**src/assert_macros.svh**
```systemverilog
// assertion macros shared by the deque rtl
`ifndef ASSERT_MACROS_SVH
`define ASSERT_MACROS_SVH

// property checked on the rising clock edge, off while reset is asserted
`define DEQI_ASSERT(lbl, clk, rstn, prop, msg) \
  lbl: assert property (@(posedge clk) disable iff (!rstn) (prop)) \
    else $error(msg);

// same-cycle implication
`define DEQI_ASSERT_IMP(lbl, clk, rstn, ante, cons, msg) \
  lbl: assert property (@(posedge clk) disable iff (!rstn) (ante) |-> (cons)) \
    else $error(msg);

// next-cycle implication
`define DEQI_ASSERT_NXT(lbl, clk, rstn, ante, cons, msg) \
  lbl: assert property (@(posedge clk) disable iff (!rstn) (ante) |=> (cons)) \
    else $error(msg);

`endif

```
**src/deqi_pkg.sv**
```systemverilog
// shared types and constants of the indexed double-ended queue
`default_nettype none

package deqi_pkg;

  localparam int unsigned FUNC_W   = 3;
  localparam int unsigned VALUE_W  = 32;
  localparam int unsigned INDEX_W  = 4;
  localparam int unsigned COUNT_W  = 5;
  localparam int unsigned STATUS_W = 2;

  typedef enum logic [FUNC_W-1:0] {
    FUNC_PUSH_FRONT = 3'd0,
    FUNC_PUSH_BACK  = 3'd1,
    FUNC_READ_INDEX = 3'd2,
    FUNC_READ_FRONT = 3'd3,
    FUNC_READ_BACK  = 3'd4
  } func_e;

  typedef enum logic [STATUS_W-1:0] {
    STATUS_OK    = 2'd0,
    STATUS_RANGE = 2'd1,
    STATUS_FULL  = 2'd2
  } status_e;

  typedef enum logic [1:0] {
    S_IDLE,
    S_EXEC,
    S_RESP
  } state_e;

  typedef struct packed {
    logic load;
    logic exec;
    logic resp;
  } cmd_t;

endpackage

`default_nettype wire

```
**src/deqi_ram.sv**
```systemverilog
// generic single-port-write ram with registered read
`default_nettype none

module deqi_ram #(
  parameter int unsigned WIDTH = 32,
  parameter int unsigned DEPTH = 16
) (
  input  wire logic                     clk_i,
  input  wire logic                     we_i,
  input  wire logic [$clog2(DEPTH)-1:0] waddr_i,
  input  wire logic [WIDTH-1:0]         wdata_i,
  input  wire logic                     re_i,
  input  wire logic [$clog2(DEPTH)-1:0] raddr_i,
  output logic      [WIDTH-1:0]         rdata_o
);

  logic [WIDTH-1:0] mem_q [DEPTH];

  always_ff @(posedge clk_i) begin
    if (we_i) begin
      mem_q[waddr_i] <= wdata_i;
    end
    if (re_i) begin
      rdata_o <= mem_q[raddr_i];
    end
  end

endmodule

`default_nettype wire

```
**src/deqi_ctrl.sv**
```systemverilog
// controller state machine of the indexed double-ended queue
`default_nettype none

module deqi_ctrl (
  input  wire logic          clk_i,
  input  wire logic          rst_ni,
  input  wire logic          start_i,
  output logic               busy_o,
  output deqi_pkg::cmd_t     cmd_o
);

  deqi_pkg::state_e state_q, state_d;

  always_ff @(posedge clk_i or negedge rst_ni) begin
    if (!rst_ni) begin
      state_q <= deqi_pkg::S_IDLE;
    end else begin
      state_q <= state_d;
    end
  end

  always_comb begin
    state_d = state_q;
    case (state_q)
      deqi_pkg::S_IDLE: begin
        if (start_i) state_d = deqi_pkg::S_EXEC;
      end
      deqi_pkg::S_EXEC: begin
        state_d = deqi_pkg::S_RESP;
      end
      deqi_pkg::S_RESP: begin
        state_d = deqi_pkg::S_IDLE;
      end
      default: begin
        state_d = deqi_pkg::S_IDLE;
      end
    endcase
  end

  always_comb begin
    busy_o     = 1'b1;
    cmd_o.load = 1'b0;
    cmd_o.exec = 1'b0;
    cmd_o.resp = 1'b0;
    case (state_q)
      deqi_pkg::S_IDLE: begin
        busy_o     = 1'b0;
        cmd_o.load = start_i;
      end
      deqi_pkg::S_EXEC: begin
        cmd_o.exec = 1'b1;
      end
      deqi_pkg::S_RESP: begin
        cmd_o.resp = 1'b1;
      end
      default: begin
        busy_o = 1'b1;
      end
    endcase
  end

endmodule

`default_nettype wire

```
**src/deqi_dpath.sv**
```systemverilog
// datapath: head pointer, fill count, ring store and result registers
`default_nettype none
`include "assert_macros.svh"

module deqi_dpath #(
  parameter int unsigned DEPTH      = 16,
  parameter int unsigned DATA_WIDTH = 32
) (
  input  wire logic                             clk_i,
  input  wire logic                             rst_ni,
  input  wire deqi_pkg::cmd_t                   cmd_i,
  input  wire logic [deqi_pkg::FUNC_W-1:0]      func_i,
  input  wire logic [deqi_pkg::VALUE_W-1:0]     value_i,
  input  wire logic [deqi_pkg::INDEX_W-1:0]     index_i,
  output logic      [deqi_pkg::VALUE_W-1:0]     data_o,
  output logic      [deqi_pkg::COUNT_W-1:0]     count_o,
  output logic                                  is_empty_o,
  output logic      [deqi_pkg::STATUS_W-1:0]    status_o
);

  localparam int unsigned AW   = $clog2(DEPTH);
  localparam int unsigned CW   = $clog2(DEPTH + 1);
  localparam int unsigned IW   = deqi_pkg::INDEX_W;
  localparam int unsigned PW   = (CW > IW) ? CW : IW;
  localparam int unsigned VW   = deqi_pkg::VALUE_W;
  localparam int unsigned OCW  = deqi_pkg::COUNT_W;
  localparam logic [CW-1:0]  CNT_FULL = CW'(DEPTH);
  localparam logic [AW:0]    SUM_LIM  = (AW + 1)'(DEPTH);
  localparam logic [AW-1:0]  PTR_LAST = AW'(DEPTH - 1);

  deqi_pkg::func_e   func_q;
  logic [DATA_WIDTH-1:0] value_q;
  logic [IW-1:0]     index_q;
  logic [AW-1:0]     head_q, head_d;
  logic [CW-1:0]     count_q, count_d;
  deqi_pkg::status_e status_q, status_d;
  logic              rd_ok_q, rd_ok_d;

  logic              full;
  logic              we;
  logic [AW-1:0]     waddr;
  logic              re;
  logic [AW-1:0]     pos;
  logic [AW-1:0]     raddr;
  logic [AW-1:0]     head_dec;
  logic [AW-1:0]     tail_pos;
  logic [PW-1:0]     idx_ext;
  logic [PW-1:0]     cnt_ext;
  logic [CW-1:0]     cnt_dec;
  logic [DATA_WIDTH-1:0] rd_data;

  function automatic logic [AW-1:0] wrap_add(input logic [AW-1:0] a, input logic [AW-1:0] b);
    logic [AW:0] sum;
    sum = {1'b0, a} + {1'b0, b};
    if (sum >= SUM_LIM) begin
      sum = sum - SUM_LIM;
    end
    return sum[AW-1:0];
  endfunction

  // input capture
  always_ff @(posedge clk_i) begin
    if (cmd_i.load) begin
      func_q  <= deqi_pkg::func_e'(func_i);
      value_q <= DATA_WIDTH'(value_i);
      index_q <= index_i;
    end
  end

  assign full     = (count_q == CNT_FULL);
  assign head_dec = (head_q == '0) ? PTR_LAST : head_q - AW'(1);
  assign tail_pos = wrap_add(head_q, count_q[AW-1:0]);
  assign idx_ext  = PW'(index_q);
  assign cnt_ext  = PW'(count_q);
  assign cnt_dec  = count_q - CW'(1);
  assign raddr    = wrap_add(head_q, pos);

  always_comb begin
    head_d   = head_q;
    count_d  = count_q;
    status_d = deqi_pkg::STATUS_OK;
    rd_ok_d  = 1'b0;
    we       = 1'b0;
    waddr    = tail_pos;
    re       = 1'b0;
    pos      = '0;
    case (func_q)
      deqi_pkg::FUNC_PUSH_FRONT: begin
        if (full) begin
          status_d = deqi_pkg::STATUS_FULL;
        end else begin
          we      = 1'b1;
          waddr   = head_dec;
          head_d  = head_dec;
          count_d = count_q + CW'(1);
        end
      end
      deqi_pkg::FUNC_PUSH_BACK: begin
        if (full) begin
          status_d = deqi_pkg::STATUS_FULL;
        end else begin
          we      = 1'b1;
          count_d = count_q + CW'(1);
        end
      end
      deqi_pkg::FUNC_READ_INDEX: begin
        pos = idx_ext[AW-1:0];
        if (idx_ext < cnt_ext) begin
          re      = 1'b1;
          rd_ok_d = 1'b1;
        end else begin
          status_d = deqi_pkg::STATUS_RANGE;
        end
      end
      deqi_pkg::FUNC_READ_FRONT: begin
        if (count_q != '0) begin
          re      = 1'b1;
          rd_ok_d = 1'b1;
        end else begin
          status_d = deqi_pkg::STATUS_RANGE;
        end
      end
      deqi_pkg::FUNC_READ_BACK: begin
        pos = cnt_dec[AW-1:0];
        if (count_q != '0) begin
          re      = 1'b1;
          rd_ok_d = 1'b1;
        end else begin
          status_d = deqi_pkg::STATUS_RANGE;
        end
      end
      default: begin
        status_d = deqi_pkg::STATUS_RANGE;
      end
    endcase
  end

  always_ff @(posedge clk_i or negedge rst_ni) begin
    if (!rst_ni) begin
      head_q  <= '0;
      count_q <= '0;
    end else if (cmd_i.exec) begin
      head_q  <= head_d;
      count_q <= count_d;
    end
  end

  always_ff @(posedge clk_i) begin
    if (cmd_i.exec) begin
      status_q <= status_d;
      rd_ok_q  <= rd_ok_d;
    end
  end

  deqi_ram #(
    .WIDTH (DATA_WIDTH),
    .DEPTH (DEPTH)
  ) u_ram (
    .clk_i   (clk_i),
    .we_i    (cmd_i.exec & we),
    .waddr_i (waddr),
    .wdata_i (value_q),
    .re_i    (cmd_i.exec & re),
    .raddr_i (raddr),
    .rdata_o (rd_data)
  );

  assign data_o     = rd_ok_q ? VW'(rd_data) : '0;
  assign count_o    = OCW'(count_q);
  assign is_empty_o = (count_q == '0);
  assign status_o   = status_q;

  `DEQI_ASSERT(a_count_bound, clk_i, rst_ni, count_q <= CNT_FULL, "fill count above depth")
  `DEQI_ASSERT_IMP(a_full_refusal, clk_i, rst_ni,
                   cmd_i.resp && (status_q == deqi_pkg::STATUS_FULL), full,
                   "push refused while queue not full")
  `DEQI_ASSERT_NXT(a_read_keeps_state, clk_i, rst_ni,
                   cmd_i.exec && !we, (count_q == $past(count_q)) && (head_q == $past(head_q)),
                   "queue state changed without a write")

endmodule

`default_nettype wire

```
**src/double_ended_queue_indexed_top.sv**
```systemverilog
// top level of the indexed double-ended queue
//
// Each operation runs through the controller states: the request is latched at
// the start transfer, the EXEC state updates the pointers and writes or reads
// the ring ram, and in the RESP state the result sits on the result ports.
// busy_o stays high in the EXEC and RESP states after a start transfer, and a
// new start is taken in the cycle after done_o. The result is shown on the
// result ports for exactly one cycle with done_o high; the receiver cannot
// stall it and must take it then. count_o reports the fill count after the
// operation (low five bits) and status_o flags range errors and refused
// pushes.
`default_nettype none
`include "assert_macros.svh"

module double_ended_queue_indexed_top #(
  parameter int unsigned DEPTH      = 16,
  parameter int unsigned DATA_WIDTH = 32
) (
  input  wire logic                          clk_i,
  input  wire logic                          rst_ni,
  input  wire logic                          start_i,
  output logic                               busy_o,
  input  wire logic [deqi_pkg::FUNC_W-1:0]   func_i,
  input  wire logic [deqi_pkg::VALUE_W-1:0]  value_i,
  input  wire logic [deqi_pkg::INDEX_W-1:0]  index_i,
  output logic                               done_o,
  output logic      [deqi_pkg::VALUE_W-1:0]  data_o,
  output logic      [deqi_pkg::COUNT_W-1:0]  count_o,
  output logic                               is_empty_o,
  output logic      [deqi_pkg::STATUS_W-1:0] status_o
);

  deqi_pkg::cmd_t cmd;

  deqi_ctrl u_ctrl (
    .clk_i   (clk_i),
    .rst_ni  (rst_ni),
    .start_i (start_i),
    .busy_o  (busy_o),
    .cmd_o   (cmd)
  );

  deqi_dpath #(
    .DEPTH      (DEPTH),
    .DATA_WIDTH (DATA_WIDTH)
  ) u_dpath (
    .clk_i      (clk_i),
    .rst_ni     (rst_ni),
    .cmd_i      (cmd),
    .func_i     (func_i),
    .value_i    (value_i),
    .index_i    (index_i),
    .data_o     (data_o),
    .count_o    (count_o),
    .is_empty_o (is_empty_o),
    .status_o   (status_o)
  );

  assign done_o = cmd.resp;

  `DEQI_ASSERT_IMP(a_done_after_start, clk_i, rst_ni,
                   $past(start_i && !busy_o, 2) && $past(rst_ni, 2), done_o,
                   "result not given two cycles after start transfer")
  `DEQI_ASSERT_NXT(a_done_single, clk_i, rst_ni, done_o, !done_o && !busy_o,
                   "result strobe longer than one cycle")

endmodule

`default_nettype wire

```
**config.mk**
```make
export PLATFORM = sky130hd
export DESIGN_NAME = double_ended_queue_indexed_top
export DESIGN_NICKNAME = d
export VERILOG_FILES = /design/src/deqi_pkg.sv /design/src/deqi_ram.sv /design/src/deqi_ctrl.sv /design/src/deqi_dpath.sv /design/src/double_ended_queue_indexed_top.sv
export VERILOG_INCLUDE_DIRS = /design/src /design/src/src
export SDC_FILE = /design/constraint.sdc
export NUM_CORES = 1
export LEC_CHECK = 0
export BUFFER_PORTS_ARGS = -buffer_cell sky130_fd_sc_hd__clkbuf_2
export CORE_MARGIN = 2
export CORE_UTILIZATION = 45
export CTS_CLUSTER_DIAMETER = 150
export DETAILED_ROUTE_END_ITERATION = 8
export GPL_TIMING_DRIVEN = 0
export SLEW_MARGIN = 25
export SYNTH_ARGS = -nofsm -noshare
export SYNTH_HDL_FRONTEND = slang
export SYNTH_SLANG_ARGS = --single-unit
```
**constraint.sdc**
```tcl
create_clock -name clk_i -period 7.2 [get_ports clk_i]
set_clock_uncertainty 0.05 [all_clocks]
set_input_delay 0.72 -clock clk_i [delete_from_list [all_inputs] [get_ports clk_i]]
set_output_delay 0.72 -clock clk_i [all_outputs]
set_load 0.1 [all_outputs]
```
==> metrics.md, run 1 <==
| Metric | Value |
|---|---|
| Hold Crit Depth | `1` |
| Final clock period utilization by the worst path | `58.63%` |
| Max Root-Sink Buffers | `3` |
| Average cell area after synthesis | `20.67 µm²` |
| Fin crit period | `4.222 ns` |
| First-pass GRT wire length | `79,340 µm` |
| Critical Path Start Type | `flip-flop` |
| Syn Nets | `1,187` |
| WL final | `53,580 µm` |
| Port buffer count | `83` |
| WL per Instance | `25.63 µm` |
| Die Height | `231.9 µm` |
| Setup Fix Bufs, Post-CTS | `0` |
| Clock root cell | `clkbuf_16` |
| CP Capture Point | `u_dpath.u_ram.rdata_o[16]` |
| I/O pins | `84` |
| Synth top cells by count | `edfxtp_1, mux4_2, nand4_1` |
| Ys Warns | `0` |
| # DRC | `0` |
| Status | `finished clean` |
| Maximum fanout along the worst path | `10` |
| Cells after Synth | `1,131` |
| # setup viols final | `0` |
| RSZ-0062 raised after global routing | `false` |
| Initial antenna violation count | `0` |
| CTS buffer count | `60` |
| Max-cap check violation count | `0` |
| Core area | `0.05130 mm²` |
| Kind of end point of the critical path | `flip-flop` |
| Area Overhead vs Synth | `17.95%` |
| Simple-Gate Fraction of Synth Area | `4.961%` |
| WP data required | `7.47 ns` |
| CTS H-Tree Depth | `2` |
| CTS tree | `yes` |
| Pwr Total | `11.17 mW` |
| Ys flop type | `edfxtp_1` |
| Synth Area in Compound Gates | `2.975%` |
| Post-synthesis mux area share | `12.51%` |
| Maximum vdd drop | `0.2149 mV` |
| Max-slew violation count | `0` |
| Vias per cell | `5.740` |
| Ant. Diodes | `0` |
| Nets@finish | `1,416` |
| Die W | `231.9 µm` |
| DR vias | `12.00k` |
| Largest family of logic cells by synthesized area | `multiplexers` |
| Post-synth EDFFs | `586` |
| Hold Violations, Final | `0` |
| Critical path, cell by cell | `inv_1 > ha_1 > nor2_1 > a21oi_1 > nor2_1 > fa_1 > clkbuf_1 > clkbuf_1 > mux4_2 > nand4_1 > nand4_1` |
| Initial DRC count | `1,137` |
| Detailed Place HPWL | `37,090 µm` |
| TritonRoute pass-1 iters | `5` |
| Worst reg2reg endpoint | `u_dpath.u_ram.rdata_o[16]` |
| Number of global-route vias before repair | `12.34k` |
| Starting Density | `45.57%` |
| Register-to-register setup slack | `2.98 ns` |
| PD cells | `405.2 mW/mm²` |
| GRT Total Usage | `20.31%` |
| Adder-cell share of the synthesized area | `0.8134%` |
| Pre-CTS setup slack | `2.959 ns` |
| Mapped cell area | `0.02338 mm²` |
| Inst Count DP | `1,977` |
| Skew-Pair Late Insertion Delay | `0.62 ns` |
| Slowest stage delay, CP | `0.75 ns` |
| CP Launch Point | `u_dpath.count_o[0]` |
| GR Overflow Total | `0` |
| ANT nets after route | `0` |
| Top cells by area, synth | `edfxtp_1, mux4_2, nand4_1` |
| Reg2reg path depth | `11` |
| Post-route non-filler standard cell count | `2,091` |
| Setup slack after layout | `2.978 ns` |
| Unique masters post-synth | `50` |
| Asr flop ratio synth | `1.843%` |
| Clock Pin Slew Worst Setup and Hold Paths | `0.06 ns` |
| XOR/XNOR share of the synthesized area | `0.5245%` |
| Worst Max-Slew Pin Slew | `1.001 ns` |
| R2R Path Start | `u_dpath.count_o[0]` |
| GPL Wtd Cong | `0.8037` |
| Synth area leader | `edfxtp_1` |
| Largest net degree at the start of global routing | `20` |
| # rows | `83` |
| Max frequency | `0.2369 GHz` |
| Worst path arrival time | `4.49 ns` |
| Post-synth top area share | `75.26%` |
| Fraction of layout cells with a size suffix above 1 | `31.18%` |
| CP max-delay cell | `clkbuf_1` |
| Crit Path Category | `flip-flop to flip-flop` |
| Part of the Yosys area used for sequential elements | `76.44%` |
| Leakage power | `8.954 nW` |
| Slew Limit Headroom | `33.25%` |
| Hold Crit Class | `primary input to flip-flop` |
| Die footprint | `0.05379 mm²` |
| Top-count cell post-synth | `edfxtp_1` |
| FF+latch count, synth | `597` |
| CTS Sinks | `597` |
## layer usage
| layer | GRT usage, % | share of wire [%] | vias to the layer above |
|---|---|---|---|
| met5 | 0 | 0 | - |
| met4 | 7.232 | 3.0 | 0 |
| met3 | 3.598 | 6.5 | 90 |
| met2 | 32.74 | 48 | 407 |
| met1 | 28.03 | 42 | 6253 |
| li1 | - | - | 5253 |
## how the worst min path moves through the flow
stage | start | endpoint | slack [ns]
finish | value_i[26] | u_dpath.value_q[26] | 0.22
global route | value_i[19] | u_dpath.value_q[19] | 0.20
CTS | value_i[17] | u_dpath.value_q[17] | 0.19
detailed placement | u_ctrl.state_q[1] | u_ctrl.state_q[0] | 0.53
global placement | u_ctrl.state_q[1] | u_ctrl.state_q[0] | 0.47
floorplan | rst_ni | u_ctrl.state_q[0] | 0.37
## where the power goes
part           internal (mW)  switching, mW
Clock                   1.94           1.29
Sequential              4.08          0.117
Combinational           1.43           2.32
Total                   7.45           3.73
## layout make-up
type                       instances  area (µm²)
clock buffer                      70        1560
inverter                          12       45.04
fill                            4040       23720
timing repair buffer             167        1166
buffer                            77       375.4
multi-input combinational        445        5207
clock inverter                    43       500.5
tap                              680       850.8
sequential                       597       17870
## repair_timing
item,4_1_cts,5_1_grt
endpoints found under the hold margin,11,0
resized for setup,0,0
hold buffers,1,0
## cells by family after synthesis
| group | after synthesis |
|---|---|
| simple gates | 190 |
| mux | 132 |
| fa+ha+maj | 14 |
| compound gates | 95 |
| xor+xnor | 14 |
| flops | 597 |
| buf+inv | 89 |
## metrics by stage
| step | utilization, % | hold WS, ns | cell area (µm²) | TNS [ns] |
|---|---|---|---|---|
| 2_1_floorplan | - | 0.3744 | 23380 | 0 |
| 3_3_place_gp | 48.04 | 0.4659 | 24650 | -232.09 |
| 3_5_place_dp | 49.71 | 0.5287 | 25500 | 0 |
| 4_1_cts | 53.75 | 0.1856 | 27580 | 0 |
| 5_1_grt | 53.76 | 0.2004 | 27580 | 0 |
| 6_report | 53.76 | 0.2207 | 27580 | 0 |
## flip-flops by register name (all words and copies together), names as in the netlist
name,count
u_dpath.u_ram.mem_q,512
u_dpath.u_ram.rdata_o,32
u_dpath.value_q,32
u_dpath.count_o,5
u_dpath.head_q,4
u_dpath.index_q,4
u_dpath.func_q,3
u_ctrl.state_q,2
u_dpath.status_o,2
u_dpath.rd_ok_q,1
## layout by cell type, fill, tap and decap left out, drive strengths merged, types with 3 or more instances in the layout
cell      netlist  layout
xnor2          10      10
and3            3       3
o31ai           4       4
nand2           7       7
a21oi          11      11
clkinvlp        0       5
mux4          128     128
ha             12      12
bufinv          0      11
clkbuf         57     210
edfxtp        586     586
clkinv          0      25
dfrtp          11      11
nand2b          4       4
o211ai         65      65
nor3b           8       8
nor2           11      11
nor3           12      12
and2           33      33
nand4          98      98
buf            20     103
xor2            4       4
nor2b           3       3
inv            12      14
o21ai           5       5
## critical path: cells and delay by family (launching register included)
| kind | cells | cell delay [ns] |
|---|---|---|
| compound gates | 1 | 0.13 |
| fa+ha+maj | 2 | 0.83 |
| buf+inv | 3 | 1.54 |
| flops | 1 | 0.51 |
| mux | 1 | 0.42 |
| simple gates | 4 | 0.43 |
Note: power is estimated with default switching activity, not from simulation.
==> run 2, diff against run 1 <==
ABC_AREA = 1   (was unset)
clock period = 3.6 ns   (was 7.2 ns; I/O delays follow)
==> metrics.md, run 2 <==
| Metric | Value |
|---|---|
| Area taken by multi-input logic gates | `0.005697 mm²` |
| Worst Max-Slew Pin Slew | `0.7810 ns` |
| Maximum vdd drop | `0.5384 mV` |
| TritonRoute pass-1 iters | `5` |
| Die W | `236.9 µm` |
| FF/Latch Area | `0.01787 mm²` |
| WL per Instance | `21.60 µm` |
| Detailed Place HPWL | `41,960 µm` |
| Synth area leader | `edfxtp_1` |
| GR Overflow Total | `0` |
| Pwr Total | `25.82 mW` |
| GRT Total Usage | `23.16%` |
| CTS tree | `yes` |
| Final clock period utilization by the worst path | `96.01%` |
| Die footprint | `0.05612 mm²` |
| Worst path arrival time | `3.84 ns` |
| Critical Path Start Type | `flip-flop` |
| Syn Nets | `2,066` |
| ANT nets after route | `0` |
| Core area | `0.05371 mm²` |
| Skew-Pair Late Insertion Delay | `0.60 ns` |
| Synth top cells by count | `edfxtp_1, nand2_1, nor2_1` |
| Maximum fanout along the worst path | `10` |
| Vias per cell | `5.399` |
| Nets@finish | `2,287` |
| Hold Crit Class | `primary input to async pin` |
| Kind of end point of the critical path | `flip-flop` |
| Max Root-Sink Buffers | `3` |
| Initial DRC count | `1,430` |
| RSZ-0062 raised after global routing | `true` |
| Leakage power | `10.99 nW` |
| WL final | `64,290 µm` |
| First-pass GRT wire length | `96,700 µm` |
| Reg2reg path depth | `13` |
| Most flops, register | `u_dpath.u_ram.mem_q` |
| GPL Wtd Cong | `0.8396` |
| Largest net degree at the start of global routing | `21` |
| Number of global-route vias before repair | `16.05k` |
| DR vias | `16.07k` |
| CTS Sinks | `597` |
| Post-synth top area share | `72.09%` |
| Hold Violations, Final | `0` |
| Part of the Yosys area used for sequential elements | `73.22%` |
| Top-count cell post-synth | `edfxtp_1` |
| Clock root cell | `clkbuf_16` |
| Dpl cell area | `0.02645 mm²` |
| Average cell area after synthesis | `12.14 µm²` |
| Unique masters post-synth | `31` |
| Top cells by area, synth | `edfxtp_1, nand2_1, o21ai_0` |
| Status | `finished clean` |
| # fillers | `4,447` |
| Crit Path Category | `flip-flop to flip-flop` |
| Commonest non-fill, non-tap cell in the layout | `edfxtp_1` |
| Max frequency | `0.2893 GHz` |
| I/O pins | `84` |
| Cells after Synth | `2,010` |
| Max-slew violation count | `0` |
| Final instance area | `0.02915 mm²` |
| Port buffer count | `83` |
| # setup viols final | `0` |
| Top flop regs | `u_dpath.u_ram.mem_q x512, u_dpath.u_ram.rdata_o x32, u_dpath.value_q x32` |
| Fraction of layout cells with a size suffix above 1 | `15.49%` |
| Register-to-register setup slack | `0.14 ns` |
| CTS buffer count | `66` |
| Max reg flops | `512` |
| Ys flop type | `edfxtp_1` |
| FF+latch count, synth | `597` |
| Worst reg2reg endpoint | `u_dpath.u_ram.rdata_o[0]` |
| Fin crit period | `3.456 ns` |
| Mapped cell area | `0.02441 mm²` |
| # DRC | `0` |
| Most frequent cells in the layout | `edfxtp_1, nand2_1, nor2_1` |
| Starting Density | `45.45%` |
| Clock Pin Slew Worst Setup and Hold Paths | `0.06 ns` |
| Area Overhead vs Synth | `19.42%` |
| PD cells | `885.7 mW/mm²` |
| Initial antenna violation count | `0` |
| Max-cap check violation count | `0` |
| R2R Path Start | `u_dpath.count_o[0]` |
| WP data required | `3.99 ns` |
| Slew Limit Headroom | `47.93%` |
| Post-synth EDFFs | `586` |
| Die Height | `236.9 µm` |
| # rows | `85` |
| CTS H-Tree Depth | `3` |
| Ys Warns | `0` |
| Asr flop ratio synth | `1.843%` |
[run 2: worst max path at each step]
stage / cells past startpoint / from / endpoint
floorplan: 12 / u_dpath.count_o[0] / u_dpath.u_ram.mem_q[10][0]
global placement: 11 / u_dpath.count_o[1] / u_dpath.u_ram.mem_q[8][18]
detailed placement: 13 / u_dpath.count_o[0] / u_dpath.u_ram.rdata_o[21]
CTS: 13 / u_dpath.count_o[0] / u_dpath.u_ram.rdata_o[21]
global route: 13 / u_dpath.count_o[0] / u_dpath.u_ram.rdata_o[21]
finish: 13 / u_dpath.count_o[0] / u_dpath.u_ram.rdata_o[0]
[run 2: critical path, cell delays in order, from the launching register on]
cell and delay (ns):
dfrtp_1 0.50, inv_1 0.14, ha_1 0.35, o21ai_2 0.22, fa_2 0.56, inv_2 0.18, buf_4 0.31, buf_2 0.33
o21ai_0 0.14, o22ai_1 0.19, nand2_1 0.08, nand2_1 0.07, nand2_1 0.05, nand2_1 0.12
[run 2: kinds of logic (layout without fill, tap and decap cells)]
kind of cell             count (synthesis)  count (layout)  share of synthesized area (%)
XOR/XNOR                                 9               9                         0.3230
AO/OA/AOI/OAI                          338             338                          8.181
other                                    0               1                              0
AND/OR/NAND/NOR                        844             844                          13.46
adder cells (fa/ha/maj)                 14              14                         0.7792
flip-flops                             597             597                          73.22
buffers and inverters                  208             477                          4.034
[run 2: metal layers]
layer,vias to the layer above,global-route usage [%],share of wire (%)
met2,539,38.87,49
met3,112,3.812,6.2
li1,7464,-,-
met1,7953,30.50,42
met5,-,0,0
met4,0,8.554,2.8
[run 2: final cells by class]
type,count,area share [%]
clock buffer,80,6.211
buffer,110,2.138
sequential,597,61.32
multi-input combinational,1205,19.54
inverter,98,1.271
clock inverter,36,1.322
tap,696,2.988
antenna,1,0.008585
timing repair buffer,153,5.203
[run 2: power by group]
part	switching [mW]	internal [mW]
registers	0.250	8.13
clock network	2.68	4.15
logic	7.52	3.08
total	10.4	15.4
[run 2: stage by stage]
| step | setup TNS [ns] | hold slack, ns | utilization (%) | std cells | setup WS (ns) |
|---|---|---|---|---|---|
| after floorplan | -233.48 | 0.01441 | - | 2010 | -0.4674 |
| after global placement | -747.81 | 0.1913 | 47.85 | 2789 | -1.664 |
| after detailed placement | -10.55 | 0.1930 | 49.25 | 2813 | -0.4584 |
| after CTS | 0 | 0.1166 | 54.17 | 2973 | 0.02919 |
| after global routing | -0.2271 | 0.1659 | 54.27 | 2975 | -0.04992 |
| final | 0 | 0.1453 | 54.27 | 2976 | 0.1436 |
[run 2: repair_timing]
item / in CTS / in global routing
gates resized for setup: 3 / 10
setup buffers: 3 / 2
hold endpoints to repair: 51 / 0
hold buffers: 41 / 0
setup endpoints to repair: 32 / 34
pin swaps: 1 / 1
==> run 3, diff against run 2 <==
REMOVE_ABC_BUFFERS = 1   (was unset)
==> metrics.md, run 3 (synthesis gave the netlist of run 2 again) <==
| Metric | Value |
|---|---|
| Number of global-route vias before repair | `15.12k` |
| CTS Sinks | `597` |
| Die W | `236.9 µm` |
| CTS H-Tree Depth | `2` |
| First-pass GRT wire length | `92,270 µm` |
| Hold Violations, Final | `0` |
| Most frequent cells in the layout | `edfxtp_1, nand2_1, nor2_1` |
| Vias per cell | `5.429` |
| Most flops, register | `u_dpath.u_ram.mem_q` |
| Die footprint | `0.05612 mm²` |
| Area Overhead vs Synth | `19.98%` |
| Top flop regs | `u_dpath.u_ram.mem_q x512, u_dpath.u_ram.rdata_o x32, u_dpath.value_q x32` |
| Post-route non-filler standard cell count | `2,905` |
| Die Height | `236.9 µm` |
| Hold Crit Class | `primary input to async pin` |
| Inst Count DP | `2,735` |
| CTS buffer count | `60` |
| Max-slew violation count | `0` |
| Starting Density | `45.45%` |
| WP data required | `3.91 ns` |
| WL final | `62,500 µm` |
| Initial DRC count | `1,445` |
| Fin crit period | `3.434 ns` |
| Core area | `0.05371 mm²` |
| PD cells | `853.5 mW/mm²` |
| CP Launch Point | `u_dpath.count_o[1]` |
| Commonest non-fill, non-tap cell in the layout | `edfxtp_1` |
| Max-cap check violation count | `0` |
| Max reg flops | `512` |
| Clock Pin Slew Worst Setup and Hold Paths | `0.06 ns` |
| # setup viols final | `0` |
| CTS tree | `yes` |
| Status | `finished clean` |
| # DRC | `0` |
| Port buffer count | `83` |
| Fraction of layout cells with a size suffix above 1 | `13.76%` |
| Reg2reg path depth | `13` |
| I/O pins | `84` |
| Leakage power | `10.94 nW` |
| Max frequency | `0.2912 GHz` |
| DR vias | `15.77k` |
| ANT nets after route | `0` |
| Max Root-Sink Buffers | `3` |
| # rows | `85` |
| Kind of end point of the critical path | `flip-flop` |
| TritonRoute pass-1 iters | `5` |
| Detailed Place HPWL | `34,510 µm` |
| RSZ-0062 raised after global routing | `false` |
| Slew Limit Headroom | `51.16%` |
| Worst path arrival time | `3.75 ns` |
| Maximum fanout along the worst path | `41` |
| GRT Total Usage | `22.03%` |
| Clock root cell | `clkbuf_16` |
| Initial antenna violation count | `0` |
| WL per Instance | `21.51 µm` |
| Worst Max-Slew Pin Slew | `0.7309 ns` |
| Final clock period utilization by the worst path | `95.40%` |
| Ant. Diodes | `0` |
| R2R Path Start | `u_dpath.count_o[1]` |
| Maximum vdd drop | `0.6275 mV` |
| Skew-Pair Late Insertion Delay | `0.62 ns` |
| Largest net degree at the start of global routing | `107` |
| Nets@finish | `2,216` |
| Pwr Total | `25.00 mW` |
| GR Overflow Total | `0` |
| Crit Path Category | `flip-flop to flip-flop` |
| Critical Path Start Type | `flip-flop` |
| GPL Wtd Cong | `0.7568` |
## run 3: cell types whose count changed in the layout (fill, tap and decap cells not counted), sizes merged
cell,before,now
diode,1,0
clkbuf,199,163
inv,99,100
buf,103,64
bufbuf,0,4
clkinvlp,3,0
bufinv,8,5
clkinv,24,30
## run 3: area by class of cell
cell class | instances | area [µm²]
Tap cell | 696 | 870.8
Sequential cell | 597 | 17870
Fill cell | 4340 | 24420
Clock inverter | 34 | 286.5
Multi-Input combinational cell | 1205 | 5762
Timing Repair inverter | 3 | 31.28
Timing Repair Buffer | 195 | 2427
Inverter | 98 | 425.4
Clock buffer | 77 | 1608
## run 3: stage by stage
stage	TNS [ns]	setup WS (ns)	utilization, %	hold WS, ns	area [µm²]
CTS	0	0.03588	54.31	0.08064	29170
global route	0	0.0001239	54.53	0.1025	29290
detailed placement	-21.14	-1.012	49.51	0.2058	26590
finish	0	0.1656	54.53	0.1038	29290
global placement	-1427.32	-11.70	46.70	0.1958	25080
floorplan	-429.07	-5.652	-	0.01441	23790
## run 3: worst paths after layout
| kind | endpoint | slack, ns |
|---|---|---|
| worst max-delay path | u_dpath.u_ram.rdata_o[17] | 0.17 |
| min in group clk_i | u_dpath.value_q[30] | 0.39 |
| worst max register to register | u_dpath.u_ram.rdata_o[17] | 0.17 |
| max in group asynchronous | u_dpath.count_o[1] | 3.15 |
| worst min-delay path | u_dpath.count_o[3] | 0.10 |
| worst min register to register | u_ctrl.state_q[1] | 0.40 |
## run 3: power by group
part	total [mW]	switching, mW	internal (mW)
Combinational	10.6	7.09	3.50
Clock	6.04	2.55	3.49
Sequential	8.37	0.236	8.14
## run 3: what timing repair did
action / in CTS / in global routing
resized for setup: 10 / 7
cloned: 7 / 4
pin swaps: 2 / 0
endpoints found under the hold margin: 51 / 0
endpoints found under the setup margin: 32 / 38
hold buffers: 41 / 0
buffers inserted: 5 / 3
## run 3: critical path: stages, from the launching register on
cell and delay [ns]:
dfrtp_2 0.43, inv_2 0.08, ha_1 0.32, o21ai_2 0.10, fa_4 0.84, buf_12 0.28
clkinv_16 0.20, bufbuf_16 0.35, o21ai_1 0.10, o22ai_1 0.08, nand2_1 0.06, nand2_1 0.05
nand2_1 0.08, nand2_1 0.10
## run 3: routing by layer
metal	vias up	part of all wire, %	global-route usage (%)	routed length [µm]
li1	7349	-	-	-
met5	-	0	0	0
met2	606	47	35.24	29170
met4	0	2.4	6.828	1475
met3	106	7.5	3.789	4672
met1	7711	43	30.99	27180
